==> src/rtl/fsp_pkg.sv <==
package fsp_pkg;

    // action codes carried in an input word
    localparam logic [2:0] ACT_START   = 3'd0;
    localparam logic [2:0] ACT_TICK    = 3'd1;
    localparam logic [2:0] ACT_IDLE    = 3'd2;
    localparam logic [2:0] ACT_PRESENT = 3'd3;
    localparam logic [2:0] ACT_FAILED  = 3'd4;
    localparam logic [2:0] ACT_REDRAW  = 3'd5;

    // configuration register indexes
    localparam logic [1:0] CFG_STEP     = 2'd0;
    localparam logic [1:0] CFG_INTERVAL = 2'd1;
    localparam logic [1:0] CFG_CATCHUP  = 2'd2;

    // configuration reset values
    localparam logic [31:0] RST_STEP_NS     = 32'd16666667;
    localparam logic [31:0] RST_INTERVAL_NS = 32'd16666667;
    localparam logic [7:0]  RST_CATCHUP     = 8'd8;

    typedef struct packed {
        logic [2:0]  action;
        logic [63:0] now_ns;
    } t_in_word;

    typedef struct packed {
        logic [7:0]  updates_due;
        logic [63:0] next_step_ns;
        logic        redraw_due;
        logic        dirty_flag;
        logic        redraw_pending;
    } t_out_word;

    // controller to datapath strobes
    typedef struct packed {
        logic load;
        logic exec;
        logic tick;
        logic emit;
    } t_dp_cmd;

    // datapath to controller status
    typedef struct packed {
        logic is_tick;
        logic tick_done;
    } t_dp_sts;

endpackage

==> src/rtl/fsp_ctrl.sv <==
module fsp_ctrl
    import fsp_pkg::*;
(
    input  logic    i_clk,
    input  logic    i_rst_n,
    input  logic    i_in_valid,
    output logic    o_in_ready,
    output logic    o_out_valid,
    input  logic    i_out_ready,
    input  t_dp_sts i_sts,
    output t_dp_cmd o_cmd
);

    typedef enum logic [1:0] {
        S_IDLE,
        S_EXEC,
        S_TICK,
        S_EMIT
    } t_state;

    t_state r_state;
    logic   r_out_valid;
    logic   w_out_free;

    assign w_out_free  = !r_out_valid || i_out_ready;
    assign o_in_ready  = (r_state == S_IDLE);
    assign o_out_valid = r_out_valid;

    // strobes decoded from state
    always_comb begin
        o_cmd      = '0;
        o_cmd.load = (r_state == S_IDLE) && i_in_valid;
        o_cmd.exec = (r_state == S_EXEC);
        o_cmd.tick = (r_state == S_TICK);
        o_cmd.emit = (r_state == S_EMIT) && w_out_free;
    end

    // state and output valid
    always_ff @(posedge i_clk) begin
        if (!i_rst_n) begin
            r_state     <= S_IDLE;
            r_out_valid <= 1'b0;
        end else begin
            unique case (r_state)
                S_IDLE: begin
                    if (i_in_valid) r_state <= S_EXEC;
                end
                S_EXEC: begin
                    r_state <= i_sts.is_tick ? S_TICK : S_EMIT;
                end
                S_TICK: begin
                    if (i_sts.tick_done) r_state <= S_EMIT;
                end
                S_EMIT: begin
                    if (w_out_free) r_state <= S_IDLE;
                end
                default: r_state <= S_IDLE;
            endcase

            if (o_cmd.emit) begin
                r_out_valid <= 1'b1;
            end else if (i_out_ready) begin
                r_out_valid <= 1'b0;
            end
        end
    end

    // a word's result is registered only after the exec and emit states
    a_no_fast_result: assert property (@(posedge i_clk) disable iff (!i_rst_n)
        (o_in_ready && i_in_valid) |=> !$rose(r_out_valid))
        else $error("result appeared one cycle after input");

    // a finished tick always proceeds to emit
    a_tick_exit: assert property (@(posedge i_clk) disable iff (!i_rst_n)
        (r_state == S_TICK && i_sts.tick_done) |=> (r_state == S_EMIT))
        else $error("tick did not move to emit");

    // a stalled output word is never overwritten
    a_emit_waits: assert property (@(posedge i_clk) disable iff (!i_rst_n)
        (r_state == S_EMIT && r_out_valid && !i_out_ready) |=>
            (r_state == S_EMIT && r_out_valid))
        else $error("emit overran a stalled word");

endmodule

==> src/rtl/fsp_dp.sv <==
module fsp_dp
    import fsp_pkg::*;
(
    input  logic       i_clk,
    input  logic       i_rst_n,
    input  logic       i_cfg_valid,
    input  logic [1:0] i_cfg_index,
    input  logic [31:0] i_cfg_data,
    input  t_in_word   i_in,
    input  t_dp_cmd    i_cmd,
    output t_dp_sts    o_sts,
    output t_out_word  o_out
);

    // configuration
    logic [31:0] r_step;
    logic [31:0] r_interval;
    logic [7:0]  r_max;

    // scheduler state
    logic [63:0] r_next;
    logic [63:0] r_last;
    logic        r_dirty;
    logic        r_redraw_req;
    logic [7:0]  r_steps;

    // per-word working registers
    logic [2:0]  r_act;
    logic [63:0] r_now;
    logic [63:0] r_now_step;
    logic [7:0]  r_cnt;
    logic        r_redraw;
    t_out_word   r_out;

    logic [63:0] w_step64;
    logic [63:0] w_interval64;
    logic [63:0] w_next_inc;
    logic [63:0] w_start_last;
    logic [63:0] w_since;
    logic [7:0]  w_cnt_inc;
    logic        w_due;
    logic        w_limit;
    logic        w_done;

    assign w_step64     = {32'd0, r_step};
    assign w_interval64 = {32'd0, r_interval};
    assign w_next_inc   = r_next + w_step64;
    assign w_start_last = (r_now >= w_interval64) ? (r_now - w_interval64) : 64'd0;
    assign w_since      = r_now - r_last;
    assign w_cnt_inc    = r_cnt + 8'd1;
    assign w_due        = (r_now >= r_next);
    assign w_limit      = (w_cnt_inc >= r_max);
    assign w_done       = !w_due || w_limit;

    assign o_sts.is_tick   = (r_act == ACT_TICK);
    assign o_sts.tick_done = w_done;
    assign o_out           = r_out;

    // configuration writes
    always_ff @(posedge i_clk) begin
        if (!i_rst_n) begin
            r_step     <= RST_STEP_NS;
            r_interval <= RST_INTERVAL_NS;
            r_max      <= RST_CATCHUP;
        end else if (i_cfg_valid) begin
            unique case (i_cfg_index)
                CFG_STEP:     r_step     <= i_cfg_data;
                CFG_INTERVAL: r_interval <= i_cfg_data;
                CFG_CATCHUP:  r_max      <= i_cfg_data[7:0];
                default: ;
            endcase
        end
    end

    // scheduler state update
    always_ff @(posedge i_clk) begin
        if (!i_rst_n) begin
            r_next       <= 64'd0;
            r_last       <= 64'd0;
            r_dirty      <= 1'b1;
            r_redraw_req <= 1'b0;
            r_steps      <= 8'd0;
        end else begin
            if (i_cmd.exec) begin
                case (r_act)
                    ACT_START: begin
                        r_next       <= r_now_step;
                        r_last       <= w_start_last;
                        r_dirty      <= 1'b1;
                        r_redraw_req <= 1'b0;
                        r_steps      <= 8'd0;
                    end
                    ACT_PRESENT: begin
                        r_last       <= r_now;
                        r_dirty      <= 1'b0;
                        r_redraw_req <= 1'b0;
                    end
                    ACT_FAILED: r_dirty      <= 1'b1;
                    ACT_REDRAW: r_redraw_req <= 1'b1;
                    default: ;
                endcase
            end
            // one catch-up step per cycle
            if (i_cmd.tick) begin
                if (w_due) begin
                    r_next <= w_limit ? r_now_step : w_next_inc;
                end
                if (w_done) begin
                    r_steps <= w_due ? w_cnt_inc : r_cnt;
                    if (w_due || (r_cnt != 8'd0)) r_dirty <= 1'b1;
                end
            end
        end
    end

    // working registers and output word
    always_ff @(posedge i_clk) begin
        if (i_cmd.load) begin
            r_act      <= i_in.action;
            r_now      <= i_in.now_ns;
            r_now_step <= i_in.now_ns + w_step64;
            r_cnt      <= 8'd0;
        end
        if (i_cmd.exec) begin
            r_redraw <= (r_act == ACT_IDLE) && r_dirty && (w_since >= w_interval64);
        end
        if (i_cmd.tick && w_due && !w_limit) begin
            r_cnt <= w_cnt_inc;
        end
        if (i_cmd.emit) begin
            r_out.updates_due    <= r_steps;
            r_out.next_step_ns   <= r_next;
            r_out.redraw_due     <= r_redraw;
            r_out.dirty_flag     <= r_dirty;
            r_out.redraw_pending <= r_redraw_req;
        end
    end

    // hitting the catch-up limit resynchronises to now plus one step
    a_limit_resync: assert property (@(posedge i_clk) disable iff (!i_rst_n)
        (i_cmd.tick && w_due && w_limit) |=> (r_next == $past(r_now_step)))
        else $error("catch-up limit did not resync schedule");

    // any granted step leaves the frame dirty
    a_tick_dirty: assert property (@(posedge i_clk) disable iff (!i_rst_n)
        (i_cmd.tick && w_done && (w_due || r_cnt != 8'd0)) |=> r_dirty)
        else $error("granted steps without dirty frame");

    // presented clears dirty and pending and records the time
    a_present: assert property (@(posedge i_clk) disable iff (!i_rst_n)
        (i_cmd.exec && r_act == ACT_PRESENT) |=>
            (!r_dirty && !r_redraw_req && r_last == $past(r_now)))
        else $error("presented word mishandled");

endmodule

==> src/rtl/fixed_step_frame_pacer.sv <==
// Frame pacing scheduler with a bounded catch-up loop.
// Flow: each accepted word passes through the exec state and then the emit state, which
// registers the result; a tick word loops in the tick state until no step is due or the cap is hit.
// Only one word is in flight: the next is taken the cycle after the result is registered,
// and a stalled output word holds the emit state until the receiver takes it.
// Reset (synchronous, active low): registers to defaults, schedule zero, frame dirty.
module fixed_step_frame_pacer
    import fsp_pkg::*;
(
    input  logic        i_clk,
    input  logic        i_rst_n,
    input  logic        i_in_valid,
    output logic        o_in_ready,
    input  t_in_word    i_in,
    output logic        o_out_valid,
    input  logic        i_out_ready,
    output t_out_word   o_out,
    input  logic        i_cfg_valid,
    output logic        o_cfg_ready,
    input  logic [1:0]  i_cfg_index,
    input  logic [31:0] i_cfg_data
);

    t_dp_cmd w_cmd;
    t_dp_sts w_sts;

    // configuration writes are always taken
    assign o_cfg_ready = 1'b1;

    // sequencer
    fsp_ctrl u_ctrl (
        .i_clk       (i_clk),
        .i_rst_n     (i_rst_n),
        .i_in_valid  (i_in_valid),
        .o_in_ready  (o_in_ready),
        .o_out_valid (o_out_valid),
        .i_out_ready (i_out_ready),
        .i_sts       (w_sts),
        .o_cmd       (w_cmd)
    );

    // time arithmetic and scheduler state
    fsp_dp u_dp (
        .i_clk       (i_clk),
        .i_rst_n     (i_rst_n),
        .i_cfg_valid (i_cfg_valid),
        .i_cfg_index (i_cfg_index),
        .i_cfg_data  (i_cfg_data),
        .i_in        (i_in),
        .i_cmd       (w_cmd),
        .o_sts       (w_sts),
        .o_out       (o_out)
    );

endmodule

==> config.mk <==
export PLATFORM = sky130hd
export DESIGN_NAME = fixed_step_frame_pacer
export DESIGN_NICKNAME = d
export VERILOG_FILES = /design/src/rtl/fsp_pkg.sv /design/src/rtl/fsp_ctrl.sv /design/src/rtl/fsp_dp.sv /design/src/rtl/fixed_step_frame_pacer.sv
export SDC_FILE = /design/constraint.sdc
export NUM_CORES = 1
export LEC_CHECK = 0
export ABC_AREA = 1
export BUFFER_PORTS_ARGS = -buffer_cell sky130_fd_sc_hd__buf_4
export CELL_PAD_IN_SITES_DETAIL_PLACEMENT = 0
export CELL_PAD_IN_SITES_GLOBAL_PLACEMENT = 2
export CORE_UTILIZATION = 30
export DETAILED_ROUTE_END_ITERATION = 6
export PLACE_DENSITY = 0.72
export RECOVER_POWER = 25
export SLEW_MARGIN = 25
export SYNTH_ARGS = -nofsm -noshare
export SYNTH_HDL_FRONTEND = slang
export SYNTH_SLANG_ARGS = --single-unit
==> constraint.sdc <==
create_clock -name i_clk -period 5.5 [get_ports i_clk]
set_input_delay 1.1 -clock i_clk [delete_from_list [all_inputs] [get_ports i_clk]]
set_output_delay 1.1 -clock i_clk [all_outputs]
set_load 0.01 [all_outputs]
; ---- Word level (Yosys, flattened, before mapping)
; Index checks and enable logic that the tools add are counted.
[word_totals]
in_bits = 106
register_bits = 428
out_inout_bits = 78
wordCells = 97
[op_classes]
n_mux = 27
reduce_logical = 28
n_lt_le_gt_ge = 4
add_sub_neg = 5
eq_ne = 13
[op_table]
columns = op, count
row1 = 64-bit two-way mux, 6
row2 = 64-bit by 32-bit adder with 64-bit output, 2
row3 = 64-bit by 32-bit >= comparator with 1-bit output, 2
row4 = 64-bit one-hot mux with 2 select lines, 1
row5 = 64-bit >= comparator, 1
row6 = 64-bit by 32-bit subtractor with 64-bit output, 1
row7 = 64-bit subtractor, 1
row8 = 8-bit two-way mux, 7
row9 = 2-bit AND reduction, 5
row10 = "8-bit by 1-bit adder with 8-bit output, second input constant", 1
row11 = 8-bit >= comparator, 1
row12 = 2-bit one-hot mux with 4 select lines, 1
row13 = 2-bit nonzero test, 4
row14 = 8-bit nonzero test, 1
row15 = 1-bit two-way mux, 7
row16 = "2-bit == test, second input constant", 3
row17 = "3-bit by 2-bit == test with 1-bit output, second input constant", 2
row18 = "3-bit == test, second input constant", 2
row19 = 1-bit logical AND, 6
row20 = 2-bit two-way mux, 3
row21 = "2-bit by 1-bit == test with 1-bit output, second input constant", 2
row22 = 2-bit logical NOT, 2
row23 = "2-bit != test, second input constant", 2
row24 = 1-bit one-hot mux with 2 select lines, 2
row25 = 7 further kinds, 12

; ---- Depth between registers and ports, before layout
[depth]
depth_word = 7
ltp_mapped = 28
depth_no_buf = 28

; ---- Modules after synthesis
; Synthesis repeated with hierarchy kept, for this count alone.
[unflattened]
cells_unflattened = 5057
area_unflattened_um2 = 33791.2
[modules_own_cells]
columns = mod, area_each_um2, cells_each, n_inst, seq_area_each_um2
row1 = fsp_dp, 33554.7, 5022, 1, 10660.2
row2 = fsp_ctrl, 225.2, 33, 1, 60.1
row3 = fixed_step_frame_pacer, 11.3, 2, 1, 0.0

; ---- Least setup slack after synthesis
; OpenSTA, ideal clock, no wires.
[synth_path]
path_type = input to register
from = input i_out_ready
to = register u_dp.r_out (netlist bit u_dp.o_out[0]) (enable)
required_time_ns = 4.967
n_path_buf = 0
path_slack_ns = 0.213
arrival_time_ns = 4.754
stages = 2
setup_ns = 0.533
cell_sequence = inv_1 -> a21oi_1
[synth_lines]
columns = element, line
row1 = "start, declared", fixed_step_frame_pacer.sv:16  ; input logic i_out_ready,
row2 = "end, declared", fsp_dp.sv:33  ; t_out_word r_out;

; ---- Final worst setup path
[layout_path]
from = register u_dp.r_now[0]
to = register u_dp.r_redraw (data pin)
[layout_via]
elab_chain_len = 3
[layout_rtl]
columns = element, line
row1 = "start, declared", fsp_dp.sv:29  ; logic [63:0] r_now;
row2 = "start signal, assigned", fsp_dp.sv:120  ; r_now <= i_in.now_ns;
row3 = 64-bit subtractor, fsp_dp.sv:49  ; assign w_since = r_now - r_last;
row4 = 64-bit by 32-bit >= comparator with 1-bit output, fsp_dp.sv:125  ; r_redraw <= (r_act == ACT_IDLE) && r_dirty && (w_since >= w_interval64);
row5 = 1-bit logical AND, fsp_dp.sv:125
row6 = "end signal, assigned", fsp_dp.sv:125
row7 = "end, declared", fsp_dp.sv:32  ; logic r_redraw;
; Every way passes these cells.
; A chain may end at the register's enable or synchronous reset.

==> flow_summary.json <==
{
  "drtAntennaViolNets": 0,
  "dp.cells": 6659,
  "path_class": "reg -> reg",
  "syn_nets": 5444,
  "cts_max_level": 2,
  "core-area_um2": 111000,
  "synth_top_cell_by_area": "edfxtp_1",
  "cts_tree": "done",
  "crit_buf_inv": 3,
  "fp-row-count": 122,
  "fin_setup_tns_ns": 0,
  "switching_power_uw": 7490,
  "power_uw": 16300,
  "min_period_ns": 4.98,
  "clockRootBuffer": "clkbuf_16",
  "hpwl_mm": 122,
  "report.final.hold_viol_count": 0,
  "power_frac_seq": 0.299,
  "worstMarginPinSlew_ns": 2.87,
  "holdWs_ns": 0.439,
  "intPower_uw": 8780,
  "combPwrFrac": 0.474,
  "cp.required_ns": 5.82,
  "violations": "capacitance limit, slew limit",
  "yosysSeqAreaShare": 0.318,
  "antenna_found_initial": 2,
  "layout.nets": 5601,
  "setup_violations": 0,
  "grt_overflow": 0,
  "p_leak_uw": 0.0173,
  "grt_pass1_vias": 32100,
  "crit_arrival_ns": 5.31,
  "place_area_um2": 36800,
  "dieArea_um2": 114000,
  "fin_skew_ns": 0.0321,
  "synth_edf_count": 215,
  "fin_crit_sh": 0.906,
  "post-route-drc-count": 0,
  "cp_slowest_cell": "nor2_1",
  "io_buffers": 182,
  "rsz0062_at_grt": "no",
  "yosysWarnings": 0,
  "synth.top_cell.area_share": 0.191,
  "grt_max_degree": 77,
  "drt_iter0_drc": 2439,
  "avgSynthCellArea_um2": 6.66,
  "path_delay_family": "simple AND/OR/NAND/NOR gates",
  "fillers": 12500,
  "drv_slew": 115,
  "status": "finished, violations left",
  "syn_inst": 5065,
  "place_congestion": 0.919,
  "yosysMostFrequentCell": "nand2_1",
  "drv_cap": 2,
  "vdd.ir_drop.worst_mv": 0.306,
  "ctsResizeCount": 0,
  "drt_first_pass_iters": 5,
  "fp.dieH_um": 337,
  "clockBufferDepth": 3,
  "numCtsBuffers": 49,
  "cpPeakStageDelay_ns": 0.61,
  "ioPinCount": 184,
  "viasPerCell": 4.92,
  "drive_gt1_frac": 0.0526,
  "final_cells": 6751,
  "cp_cell_sequence": "inv_1, ha_1, inv_1, fa_1, nand3_1, nand3_1, nand3_1, nand3_1, nand3_1, nand2_1, xor2_1, ha_1, nand2_1, inv_1, o21ai_0, nand2_1, a41oi_1, nand3_1, nor2_1, nand3_1, nor2_1, nand2_1, nor2_1, nor2_1",
  "yosys-top-cells-area": "edfxtp_1, nand2_1, dfxtp_1, ha_1, inv_1",
  "ys_types": 57,
  "ys_seq_elements": 428,
  "worstHoldPathType": "reg -> reg",
  "critPathMaxFanout": 4,
  "area_growth_pct": 13.4,
  "start_util": 0.304,
  "ctsHoldBuffers": 0,
  "post_cts_buffers": 0,
  "dominantRegCellSynth": "edfxtp_1",
  "grt_pass1_wl_mm": 212,
  "start_kind": "register",
  "track_usage": 0.256,
  "wl_per_cell_um": 21.9,
  "slew_headroom": -0.916,
  "fmax_ghz": 0.201,
  "via_count": 33200,
  "num_antenna_cells": 0,
  "wl_mm": 148,
  "synthArstFlopShare": 0,
  "clk_pin_slew_ns": 0.06,
  "cts_sinks": 428,
  "synth_common_cells": "nand2_1, inv_1, nor2_1, a21oi_1, ha_1",
  "swShare": 0.460,
  "setup.worst_path.end_class": "register",
  "pwr-share-clk": 0.228,
  "die_w_um": 337,
  "synth_area_um2": 33700,
  "final_area_um2": 38300,
  "crit_top_cell": "nand3_1",
  "power.density_nw_per_um2": 425,
  "clock_latency_ns": 0.63
}
==> logic make-up (layout without fill, tap and decap cells) <==
| group | after synthesis | in the layout | share of synthesized area |
|---|---|---|---|
| xor+xnor | 170 | 170 | 0.0441 |
| simple gates | 2356 | 2356 | 0.285 |
| flops | 428 | 428 | 0.318 |
| buf+inv | 958 | 1156 | 0.108 |
| fa+ha+maj | 273 | 273 | 0.102 |
| other cells | 1 | 1 | 0.000111 |
| compound gates | 879 | 879 | 0.142 |
==> layout by cell type, fill, tap and decap left out, types with 4 or more instances in the layout <==
cell	netlist	final
a22oi_1	4	4
fa_1	4	4
xor2_1	131	131
o21ai_2	4	4
nor4_1	24	24
nor3_1	73	71
dfxtp_1	213	213
clkinv_4	0	4
a21o_1	17	17
o211ai_2	10	10
a21oi_2	7	7
o21ai_0	247	247
o21ai_1	25	25
nor2_1	570	569
inv_2	9	11
clkbuf_1	70	70
inv_1	849	845
clkbuf_16	0	51
a21oi_1	465	465
or2_2	7	7
bufinv_16	0	10
clkinv_2	0	12
o211ai_1	26	26
o21bai_1	23	23
edfxtp_1	215	215
nand3_1	256	255
buf_4	6	135
o21a_1	19	19
a21boi_0	5	5
a31oi_1	15	15
nand4_1	60	60
xnor2_1	39	39
nand2_1	1332	1332
nand3b_1	12	12
clkinv_1	1	6
ha_1	269	269
==> power by group through the flow <==
stage	sequential (uW)	clock [uW]	combinational, uW
finish	4860	3710	7710
detailed placement	4880	0	7710
CTS	4830	3780	7750
floorplan	4640	0	5130
global placement	4880	0	7770
global route	4920	3880	8650
==> stage by stage <==
| step | setup slack (ns) | util |
|---|---|---|
| 4_1_cts | 0.486 | 0.347 |
| 6_report | 0.516 | 0.344 |
| 3_5_place_dp | 0.532 | 0.331 |
| 2_1_floorplan | 0.213 | - |
| 3_3_place_gp | 0.532 | 0.331 |
| 5_1_grt | 0.301 | 0.344 |
==> state kept, by name, summed over array words and instances, names as in the netlist <==
register and count:
u_dp.o_out 75, u_dp.r_last 64, u_dp.r_next 64, u_dp.r_now 64, u_dp.r_now_step 64, u_dp.r_interval 32, u_dp.r_step 32, u_dp.r_cnt 8
u_dp.r_max 8, u_dp.r_steps 8, u_dp.r_act 3, u_ctrl.r_state 2, u_ctrl.o_out_valid 1, u_dp.r_dirty 1, u_dp.r_redraw 1, u_dp.r_redraw_req 1
==> final cells by class <==
class	count	area, um2	share of cell area
Multi-Input combinational cell	3679	19400	0.507
Sequential cell	428	10700	0.280
Inverter	859	3230	0.0844
Tap cell	1488	1860	0.0487
Clock buffer	58	1330	0.0348
Timing Repair Buffer	205	1290	0.0337
Clock inverter	34	443	0.0116
==> metal layers <==
layer	track usage	routed length [um]	vias up
li1	-	-	16700
met1	0.359	70200	15600
met2	0.421	67400	805
met3	0.0223	6210	145
met4	0.0634	3760	2
met5	0	19	-
==> final timing paths <==
path                             startpoint                       to  slack [ns]  depth (start not counted)
max                 u_dp.r_now[0]$_DFFE_PP_  u_dp.r_redraw$_DFFE_PP_        0.52                         24
min          u_dp.r_redraw_req$_SDFFE_PN0P_  u_dp.o_out[0]$_DFFE_PP_        0.44                          0
max reg2reg         u_dp.r_now[0]$_DFFE_PP_  u_dp.r_redraw$_DFFE_PP_        0.52                         24
min reg2reg  u_dp.r_redraw_req$_SDFFE_PN0P_  u_dp.o_out[0]$_DFFE_PP_        0.44                          0
Note: power is estimated with default switching activity, not from simulation.
